===== config.mk =====
export PLATFORM = sky130hd
export DESIGN_NAME = combined_lcg_shuffle_rng_top
export DESIGN_NICKNAME = d
export VERILOG_FILES = /design/src/clsr_pkg.sv /design/src/combined_lcg_shuffle_rng_top.sv /design/src/clsr_mulmod.sv
export SDC_FILE = /design/constraint.sdc
export NUM_CORES = 2
export LEC_CHECK = 0
export BUFFER_PORTS_ARGS = -buffer_cell sky130_fd_sc_hd__buf_2
export CORE_ASPECT_RATIO = 1.25
export CORE_MARGIN = 3
export CORE_UTILIZATION = 45
export CTS_CLUSTER_DIAMETER = 100
export CTS_CLUSTER_SIZE = 20
export DETAILED_ROUTE_END_ITERATION = 12
export PLACE_DENSITY_LB_ADDON = 0.12
export SLEW_MARGIN = 15
export SYNTH_ARGS = -nofsm -noshare
export SYNTH_HDL_FRONTEND = slang
export SYNTH_SLANG_ARGS = --single-unit

===== constraint.sdc =====
create_clock -name clk -period 12.2 [get_ports clk]
set_clock_uncertainty 0.1 [all_clocks]
set_input_delay 1.22 -clock clk [delete_from_list [all_inputs] [get_ports clk]]
set_output_delay 1.22 -clock clk [all_outputs]
set_load 0.05 [all_outputs]

===== src/clsr_pkg.sv =====
`timescale 1ns / 1ps
// ----------------------------------------------------------------------------
// clsr_pkg: shared constants and types for the combined LCG shuffle generator
// Holds both generators' multipliers and moduli, field widths and the request
// type of the shared modular multiply unit.
// ----------------------------------------------------------------------------
package clsr_pkg;

  // Default sizes
  localparam int DEF_TABLE_DEPTH  = 32;
  localparam int DEF_WARMUP_STEPS = 40;

  // Field widths
  localparam int VAL_W  = 31;
  localparam int FRAC_W = 24;
  localparam int MUL_W  = 16;
  localparam int OFF_W  = 8;

  // First generator: modulus is 2^31 - 85
  localparam logic [MUL_W-1:0] MUL_A     = 16'd40014;
  localparam logic [31:0]      MOD_A     = 32'd2147483563;
  localparam logic [OFF_W-1:0] MOD_A_OFF = 8'd85;

  // Second generator: modulus is 2^31 - 249
  localparam logic [MUL_W-1:0] MUL_B     = 16'd40692;
  localparam logic [31:0]      MOD_B     = 32'd2147483399;
  localparam logic [OFF_W-1:0] MOD_B_OFF = 8'd249;

  // Combined value range and fraction clamp
  localparam logic [VAL_W-1:0]  COMB_MAX = 31'd2147483562;
  localparam logic [FRAC_W-1:0] FRAC_MAX = 24'd16777214;

  // Reset values
  localparam logic [VAL_W-1:0] SEED_RST   = 31'd1;
  localparam logic [VAL_W-1:0] FIRST_RST  = 31'd1;
  localparam logic [VAL_W-1:0] SECOND_RST = 31'd123456789;

  // Generator select for the multiply unit
  typedef enum logic {
    GEN_A = 1'b0,
    GEN_B = 1'b1
  } gen_sel_t;

  // Request into the multiply unit
  typedef struct packed {
    logic     valid;
    gen_sel_t sel;
  } mm_req_t;

endpackage


===== src/combined_lcg_shuffle_rng_top.sv =====
`timescale 1ns / 1ps
// ----------------------------------------------------------------------------
// combined_lcg_shuffle_rng_top: combined LCG generator with shuffle table
// Two multiplicative congruential generators share one pipelined modular
// multiplier; a table memory shuffles the first generator's values.
//
//   channel  | dir | ports                           | content
//   ---------+-----+---------------------------------+--------------------------
//   request  | in  | in_tvalid/in_tready/in_tdata    | restart flag
//   result   | out | out_tvalid/out_tready/out_tdata | value, fraction
//   config   | in  | cfg_wr_en/cfg_wr_data           | seed value
//
// A draw issues its first generator step on accept and then runs D1, D2, D3:
// the two generator steps run back to back through the two-stage multiply
// unit and the table read lands in time for the combine. A reseeding request
// (restart, or the first after reset) first passes SLOAD, then SWAIT and SWB
// per warm-up step to wait on the multiply unit. Reset needs no clearing pass.
// The output register holds a result while the next draw runs; a draw waits
// at its combine step only while both the fraction stage and the output
// register still hold older results.
// ----------------------------------------------------------------------------
module combined_lcg_shuffle_rng_top #(
  parameter int TABLE_DEPTH  = clsr_pkg::DEF_TABLE_DEPTH,
  parameter int WARMUP_STEPS = clsr_pkg::DEF_WARMUP_STEPS
) (
  input  logic        clk,
  input  logic        rst_n,
  // request channel
  input  logic        in_tvalid,
  output logic        in_tready,
  input  logic [7:0]  in_tdata,     // [0] restart, [7:1] zero
  // result channel
  output logic        out_tvalid,
  input  logic        out_tready,
  output logic [55:0] out_tdata,    // [30:0] value, [54:31] fraction, [55] zero
  // configuration
  input  logic        cfg_wr_en,
  input  logic [30:0] cfg_wr_data
);

  localparam int VW    = clsr_pkg::VAL_W;
  localparam int FW    = clsr_pkg::FRAC_W;
  localparam int IDX_W = $clog2(TABLE_DEPTH);
  localparam int CNT_W = $clog2(WARMUP_STEPS);

  // Index divisor and its reciprocal for exact division of 31-bit values
  localparam longint DIVISOR = 1 + longint'(clsr_pkg::COMB_MAX) / TABLE_DEPTH;
  localparam int     DIV_L   = $clog2(DIVISOR);
  localparam int     SH      = VW + DIV_L;
  localparam logic [63:0] RECIP = ((64'd1 << SH) + 64'(DIVISOR) - 64'd1) / 64'(DIVISOR);
  localparam int     IP_W    = VW + 32;

  typedef enum logic [6:0] {
    ST_IDLE  = 7'b0000001,
    ST_SLOAD = 7'b0000010,
    ST_SWAIT = 7'b0000100,
    ST_SWB   = 7'b0001000,
    ST_D1    = 7'b0010000,
    ST_D2    = 7'b0100000,
    ST_D3    = 7'b1000000
  } state_t;

  state_t               state_r, state_nxt;
  logic [VW-1:0]        seed_r;
  logic [VW-1:0]        first_r, second_r, last_r;
  logic                 seeded_r;
  logic [CNT_W-1:0]     cnt_r;
  logic [VW-1:0]        rd_r;
  logic [IP_W-1:0]      idx_prod_r;
  logic                 go_r;
  logic                 f1_valid_r;
  logic [VW-1:0]        f1_val_r;
  logic [FW-1:0]        f1_q_r;
  logic [31:0]          f1_rem_r;
  logic                 out_valid_r;
  logic [VW-1:0]        out_value_r;
  logic [FW-1:0]        out_frac_r;

  logic [VW-1:0]        shuf_mem [TABLE_DEPTH];

  logic                 accept;
  logic                 need_seed;
  logic [VW-1:0]        seed_eff;
  logic [VW-1:0]        mm_res;
  clsr_pkg::mm_req_t    mm_req;
  logic [VW-1:0]        mm_opnd;
  logic [IP_W-1:0]      idx_q;
  logic [IDX_W-1:0]     idx;
  logic                 cnt_in_tbl;
  logic                 mem_we;
  logic [IDX_W-1:0]     mem_waddr;
  logic [VW-1:0]        mem_wdata;
  logic signed [32:0]   diff;
  logic signed [32:0]   diff_adj;
  logic [VW-1:0]        comb;
  logic                 out_free;
  logic                 f1_move;
  logic                 d3_go;
  logic [1:0]           frac_corr;
  logic [FW:0]          frac_sum;
  logic [FW-1:0]        frac;

  assign accept    = in_tvalid && in_tready;
  assign need_seed = in_tdata[0] || !seeded_r;
  assign seed_eff  = (seed_r == '0) ? VW'(1) : seed_r;

  // Shared modular multiply unit
  clsr_mulmod u_mulmod (
    .clk     (clk),
    .rst_n   (rst_n),
    .req     (mm_req),
    .operand (mm_opnd),
    .result  (mm_res)
  );

  // Table index from the previous combined value: reciprocal multiply, saturate
  always_ff @(posedge clk) begin
    idx_prod_r <= IP_W'(last_r) * IP_W'(RECIP[31:0]);
  end
  assign idx_q = idx_prod_r >> SH;
  assign idx   = (idx_q >= IP_W'(TABLE_DEPTH)) ? IDX_W'(TABLE_DEPTH - 1)
                                                : idx_q[IDX_W-1:0];

  // Combine the shuffled entry with the second generator
  assign diff     = $signed({2'b00, rd_r}) - $signed({2'b00, mm_res});
  assign diff_adj = (diff < 33'sd1) ? diff + $signed({2'b00, clsr_pkg::COMB_MAX}) : diff;
  assign comb     = diff_adj[VW-1:0];

  assign out_free = !out_valid_r || out_tready;
  assign f1_move  = f1_valid_r && out_free;
  assign d3_go    = (state_r == ST_D3) && (!f1_valid_r || out_free);

  assign cnt_in_tbl = 32'(cnt_r) < 32'(TABLE_DEPTH);

  // Multiply requests: first generator on accept, seeding and warm-up, second in D1
  always_comb begin
    mm_req.valid = 1'b0;
    mm_req.sel   = clsr_pkg::GEN_A;
    mm_opnd      = first_r;
    unique case (state_r)
      ST_IDLE: begin
        mm_req.valid = accept && !need_seed;
      end
      ST_SLOAD: begin
        mm_req.valid = 1'b1;
        mm_opnd      = seed_eff;
      end
      ST_SWB: begin
        mm_req.valid = 1'b1;
        mm_opnd      = mm_res;
      end
      ST_D1: begin
        mm_req.valid = 1'b1;
        mm_req.sel   = clsr_pkg::GEN_B;
        mm_opnd      = second_r;
      end
      default: begin
        mm_req.valid = 1'b0;
      end
    endcase
  end

  // Table write port: warm-up fill or draw replacement
  always_comb begin
    mem_we    = 1'b0;
    mem_waddr = idx;
    mem_wdata = first_r;
    if (state_r == ST_SWB) begin
      mem_we    = cnt_in_tbl;
      mem_waddr = IDX_W'(cnt_r);
      mem_wdata = mm_res;
    end else if (d3_go) begin
      mem_we = 1'b1;
    end
  end

  // Shuffle table memory; reads issue in D2, writes only in warm-up and D3
  always_ff @(posedge clk) begin
    if (mem_we) begin
      shuf_mem[mem_waddr] <= mem_wdata;
    end
    if (state_r == ST_D2) begin
      rd_r <= shuf_mem[idx];
    end
  end

  // Sequencer
  always_comb begin
    state_nxt = state_r;
    unique case (state_r)
      ST_IDLE:  if (accept) state_nxt = need_seed ? ST_SLOAD : ST_D1;
      ST_SLOAD: state_nxt = ST_SWAIT;
      ST_SWAIT: state_nxt = ST_SWB;
      ST_SWB:   state_nxt = (cnt_r == '0) ? ST_D1 : ST_SWAIT;
      ST_D1:    state_nxt = ST_D2;
      ST_D2:    state_nxt = ST_D3;
      ST_D3:    if (d3_go) state_nxt = ST_IDLE;
      default:  state_nxt = ST_IDLE;
    endcase
  end

  assign in_tready = (state_r == ST_IDLE);

  // Control state and generator registers
  always_ff @(posedge clk) begin
    if (!rst_n) begin
      state_r  <= ST_IDLE;
      seed_r   <= clsr_pkg::SEED_RST;
      first_r  <= clsr_pkg::FIRST_RST;
      second_r <= clsr_pkg::SECOND_RST;
      last_r   <= '0;
      seeded_r <= 1'b0;
      cnt_r    <= '0;
      go_r     <= 1'b0;
    end else begin
      state_r <= state_nxt;
      go_r    <= d3_go;
      if (cfg_wr_en) begin
        seed_r <= cfg_wr_data;
      end
      unique case (state_r)
        ST_SLOAD: begin
          first_r  <= seed_eff;
          second_r <= seed_eff;
          cnt_r    <= CNT_W'(WARMUP_STEPS - 1);
        end
        ST_SWB: begin
          first_r <= mm_res;
          last_r  <= mm_res;
          if (cnt_r == '0) begin
            seeded_r <= 1'b1;
          end else begin
            cnt_r <= cnt_r - CNT_W'(1);
          end
        end
        ST_D2: begin
          first_r <= mm_res;
        end
        ST_D3: begin
          if (d3_go) begin
            second_r <= mm_res;
            last_r   <= comb;
          end
        end
        default: begin
        end
      endcase
    end
  end

  // Fraction, first step: quotient estimate c >> 7 and its remainder
  always_ff @(posedge clk) begin
    if (!rst_n) begin
      f1_valid_r <= 1'b0;
    end else if (go_r) begin
      f1_valid_r <= 1'b1;
    end else if (f1_move) begin
      f1_valid_r <= 1'b0;
    end
    if (go_r) begin
      f1_val_r <= last_r;
      f1_q_r   <= last_r[VW-1:7];
      f1_rem_r <= 32'({last_r[6:0], 24'd0})
                + 32'(last_r[VW-1:7]) * 32'(clsr_pkg::MOD_A_OFF);
    end
  end

  // Fraction, second step: correct by up to two and clamp below one
  always_comb begin
    if (33'(f1_rem_r) >= (33'(clsr_pkg::MOD_A) << 1)) begin
      frac_corr = 2'd2;
    end else if (f1_rem_r >= clsr_pkg::MOD_A) begin
      frac_corr = 2'd1;
    end else begin
      frac_corr = 2'd0;
    end
    frac_sum = (FW + 1)'(f1_q_r) + (FW + 1)'(frac_corr);
    frac     = (frac_sum > (FW + 1)'(clsr_pkg::FRAC_MAX)) ? clsr_pkg::FRAC_MAX
                                                         : frac_sum[FW-1:0];
  end

  // Output register: load on a free slot, drop on transfer
  always_ff @(posedge clk) begin
    if (!rst_n) begin
      out_valid_r <= 1'b0;
    end else if (f1_move) begin
      out_valid_r <= 1'b1;
    end else if (out_tready) begin
      out_valid_r <= 1'b0;
    end
    if (f1_move) begin
      out_value_r <= f1_val_r;
      out_frac_r  <= frac;
    end
  end

  assign out_tvalid = out_valid_r;
  assign out_tdata  = {1'b0, out_frac_r, out_value_r};

`ifndef SYNTHESIS
  // A fraction job never lands on a held first step
  a_f1_free: assert property (@(posedge clk) disable iff (!rst_n)
    go_r |-> !f1_valid_r)
    else $error("fraction stage overwritten");

  // Once seeded, the generator stays seeded
  a_seeded_sticky: assert property (@(posedge clk) disable iff (!rst_n)
    seeded_r |=> seeded_r)
    else $error("seeded flag dropped");

  // Delivered value lies in the combined range
  a_value_range: assert property (@(posedge clk) disable iff (!rst_n)
    out_valid_r |-> (out_value_r != '0) && (out_value_r <= clsr_pkg::COMB_MAX))
    else $error("combined value out of range");

  // A draw only reaches the combine step after the unit returned both steps
  a_d3_order: assert property (@(posedge clk) disable iff (!rst_n)
    (state_r == ST_D3) && !$past(state_r == ST_D3) |-> $past(state_r == ST_D2, 1)
      && $past(state_r == ST_D1, 2))
    else $error("combine step out of order");
`endif

endmodule


===== src/clsr_mulmod.sv =====
`timescale 1ns / 1ps
// ----------------------------------------------------------------------------
// clsr_mulmod: two-stage constant modular multiply
// Stage one forms the multiplier times the operand; stage two folds the high
// part back using 2^31 = offset (mod modulus) and finishes with one subtract.
// ----------------------------------------------------------------------------
module clsr_mulmod (
  input  logic                        clk,
  input  logic                        rst_n,
  input  clsr_pkg::mm_req_t           req,
  input  logic [clsr_pkg::VAL_W-1:0]  operand,
  output logic [clsr_pkg::VAL_W-1:0]  result
);

  localparam int PROD_W = clsr_pkg::MUL_W + clsr_pkg::VAL_W;

  logic [PROD_W-1:0]              prod_r;
  clsr_pkg::gen_sel_t             sel1_r;
  logic                           v1_r;
  logic [clsr_pkg::VAL_W-1:0]     res_r;

  logic [clsr_pkg::MUL_W-1:0]     mul_sel;
  logic [clsr_pkg::OFF_W-1:0]     off_sel;
  logic [31:0]                    mod_sel;
  logic [31:0]                    fold;

  // Pick the multiplier of the requested generator
  always_comb begin
    case (req.sel)
      clsr_pkg::GEN_A: mul_sel = clsr_pkg::MUL_A;
      default:         mul_sel = clsr_pkg::MUL_B;
    endcase
  end

  // Pick fold offset and modulus for the product in stage two
  always_comb begin
    case (sel1_r)
      clsr_pkg::GEN_A: begin
        off_sel = clsr_pkg::MOD_A_OFF;
        mod_sel = clsr_pkg::MOD_A;
      end
      default: begin
        off_sel = clsr_pkg::MOD_B_OFF;
        mod_sel = clsr_pkg::MOD_B;
      end
    endcase
  end

  // Fold: low 31 bits plus high part times offset, always below twice the modulus
  assign fold = 32'(prod_r[clsr_pkg::VAL_W-1:0])
              + 32'(prod_r[PROD_W-1:clsr_pkg::VAL_W]) * 32'(off_sel);

  // Stage one: product
  always_ff @(posedge clk) begin
    if (!rst_n) begin
      v1_r <= 1'b0;
    end else begin
      v1_r <= req.valid;
    end
    if (req.valid) begin
      prod_r <= PROD_W'(mul_sel) * PROD_W'(operand);
      sel1_r <= req.sel;
    end
  end

  // Stage two: reduce and hold until the next request arrives
  always_ff @(posedge clk) begin
    if (v1_r) begin
      if (fold >= mod_sel) begin
        res_r <= clsr_pkg::VAL_W'(fold - mod_sel);
      end else begin
        res_r <= clsr_pkg::VAL_W'(fold);
      end
    end
  end

  assign result = res_r;

endmodule

==> results by group <==
Run status
  – Status: complete, no violations

Die
  – Die area: 176900 um2
  – Effective utilization at floorplan: 0.4544
  – Core Rows: 169
  – IO Pins: 102
  – Die W: 376.8 um
  – Die Y: 469.5 um
  – Core area: 170200 um2

Timing
  – TNS Setup: 0 ns
  – Final Setup Violations: 0
  – Fin. max-slew vios: 0
  – Slew headroom: 0.2117
  – Least-Margin Pin Slew: 1.176 ns
  – Fmax: 0.09617 GHz
  – Fin. Hold Viols: 0
  – RSZ-0062 raised after global routing: false
  – Final hold slack: 0.3237 ns
  – Post-route minimum period: 10.40 ns
  – Final worst path period share: 0.8523

Cells and area
  – Commonest non-fill, non-tap cell in the layout: edfxtp_1
  – P&R area growth vs syn: 7.896%
  – Most frequent cells in the layout: 1217 x edfxtp_1, 739 x inv_1, 500 x ha_1
  – NumNets Final: 6888
  – Filler Cell Count: 14908
  – Fraction of layout cells with a size suffix above 1: 0.1250
  – Footprint of the multi-input gates: 34720 um2
  – Flip-flop and latch area: 39520 um2

Detailed routing
  – Antenna Nets Post-Route: 0
  – Vias per inst: 5.692
  – DR vias: 46586
  – WL final: 210.0 mm
  – Number of remaining DRC errors: 0
  – DR WL/cell: 25.66 um
  – Initial DRC Count: 3637
  – Drt first pass iters: 6

Power and ir drop
  – Internal: 0.006726 W
  – Sequential share of power: 0.568
  – Clk network pwr share: 0.323
  – VDD IR max: 107.9 uV
  – Sw Share: 0.2501
  – Logic pwr share: 0.109
  – Leakage power: 33.26 nW
  – Pwr dens: 107.5 nW/um2
  – Psw: 0.002243 W

GRT
  – Tot GR Track Use: 0.2382
  – Largest net degree at the start of global routing: 103
  – First-pass GRT wire length: 312.0 mm
  – GRT overflow: 0
  – Initial antenna violation count: 8
  – Vias in the first global route: 47271

Placement
  – Gpl congestion: 0.8953
  – IO buf count: 93
  – HPWL after detailed placement: 139.8 mm

Setup path
  – WS Path Type: reg -> reg
  – CP endpoint kind: flop
  – Critical path's largest stage delay: 0.73 ns
  – Max FO, Critical Path: 63
  – Startpoint types: flop
  – Critical Path RT: 12.60 ns
  – CP bufs+invs: 6
  – CP top delay family: compound AO/OA/AOI/OAI gates
  – Cell mode on critical path: fa_1
  – Critical path's slowest cell: or3b_2
  – CP arrival: 10.80 ns

Clocking
  – CTS max path bufs: 3
  – Post-CTS sizing: 0
  – CTS H-tree depth: 3
  – CTS root buf: clkbuf_16
  – Clk slew on worst S/H paths: 0.09 ns
  – Sink Count: 1365
  – CTS tree: built
  – Cts hold-fix bufs: 0
  – Postcts setup bufs: 0
  – Total CTS buffers: 82
  – Worst skew pair latency: 0.74 ns

Synthesis
  – Post-synth net total: 6817
  – Most used DFF post-synth: edfxtp_1
  – Synthesized area: 77340 um2
  – Yosys cell types: 86
  – Sequential element share of the synthesized area: 0.5108
  – Synth warnings: 0
  – Gate count after technology mapping: 5855
  – Async set or reset register ratio after synthesis: 0
  – EDFF count, synth: 1217
  – Synth Register Bits: 1365
  – Synth Area per Inst: 13.21 um2

Flow run
  – Max_cap viols: 0

Worst hold path
  – Path category of the worst min-delay check: reg -> reg
final timing paths:
check,endpoint,slack (ns),depth (start not counted),startpoint
worst min-delay path,out_value_r[4],0.32,0,f1_val_r[4]
worst max-delay path,u_mulmod.prod_r[43],1.80,31,state_r[1]
worst min register to register,out_value_r[4],0.32,0,f1_val_r[4]
worst max register to register,u_mulmod.prod_r[43],1.80,31,state_r[1]
flip-flops by register name, summed over array words and instances, names as in the netlist, 6 cells and up:
signal	count
f1_rem_r	30
seed_r	31
state_r	7
rd_r	31
second_r	31
u_mulmod.prod_r	46
u_mulmod.result	31
idx_prod_r	6
f1_val_r	31
out_frac_r	24
cnt_r	6
out_value_r	31
first_r	31
last_r	31
shuf_mem	992
power by group through the flow:
stage	logic [W]	clock network, W	registers [W]
after detailed placement	0.000972	0	0.00520
after global placement	0.000962	0	0.00520
after CTS	0.000982	0.00298	0.00510
after global routing	0.00109	0.00313	0.00510
final	0.000975	0.00290	0.00510
after floorplan	0.000702	0	0.00519
per-layer routing:
layer / up-vias / global-route usage / part of all wire
met5: - / 0 / 0
met4: 0 / 0.06808 / 0.030
met3: 258 / 0.02608 / 0.046
met2: 1133 / 0.4116 / 0.50
met1: 24097 / 0.3178 / 0.42
li1: 21098 / - / -
worst reg2reg max path, delay by kind of cell (launching register included):
| kind | cells | cell delay, ns |
|---|---|---|
| AO/OA/AOI/OAI | 12 | 3.27 |
| buffers and inverters | 6 | 0.98 |
| flip-flops | 1 | 0.33 |
| XOR/XNOR | 1 | 0.14 |
| adder cells (fa/ha/maj) | 7 | 3.18 |
| AND/OR/NAND/NOR | 5 | 2.18 |
Yosys cell counts, drive strengths merged (23+ instances only):
| library cell | instances | area share |
|---|---|---|
| xor2 | 68 | 0.0077 |
| a22oi | 26 | 0.0025 |
| mux2i | 160 | 0.021 |
| mux2 | 159 | 0.023 |
| a31oi | 31 | 0.0025 |
| nor2 | 223 | 0.011 |
| dfxtp | 148 | 0.038 |
| nor2b | 35 | 0.0028 |
| inv | 739 | 0.036 |
| nor4 | 24 | 0.0022 |
| clkbuf | 169 | 0.0082 |
| nand2 | 462 | 0.022 |
| nor3 | 52 | 0.0035 |
| a21o | 76 | 0.0074 |
| o22ai | 27 | 0.0022 |
| o21ai | 265 | 0.017 |
| nand4 | 40 | 0.0033 |
| nand3 | 64 | 0.0042 |
| and2 | 64 | 0.0052 |
| mux4 | 186 | 0.054 |
| o21a | 23 | 0.0022 |
| buf | 40 | 0.0020 |
| ha | 500 | 0.081 |
| o211ai | 45 | 0.0044 |
| edfxtp | 1217 | 0.47 |
| a21oi | 185 | 0.012 |
| fa | 418 | 0.11 |
| xnor2 | 111 | 0.013 |
area by class of cell:
class,instances,area share
inverters,741,0.03336
clock buffers,106,0.02655
well taps,2223,0.03333
repair buffers,196,0.01499
multi-input cells,3540,0.4161
flip-flops and latches,1365,0.4735
clock inverters,11,0.002099
diodes,2,0.00005997
metrics by stage:
step           instances  power, W  worst slack [ns]  cell area (um2)    util
2_1_floorplan       5855  0.005889             3.283            77340       -
3_3_place_gp        8065  0.006167             1.818            81000  0.4758
3_5_place_dp        8065  0.006177             1.721            81000  0.4758
4_1_cts             8182  0.009060             1.728            83390  0.4899
5_1_grt             8183  0.009319             1.235            83450  0.4902
6_report            8184  0.008969             1.801            83450  0.4902
logic make-up after synthesis:
kind of cell,share of synthesized area
simple gates,0.06583
fa+ha+maj,0.1891
mux,0.09802
xor+xnor,0.02027
buf+inv,0.04619
other cells,0.00009710
flops,0.5108
compound gates,0.06969
Power figures use the tool's default switching activity.
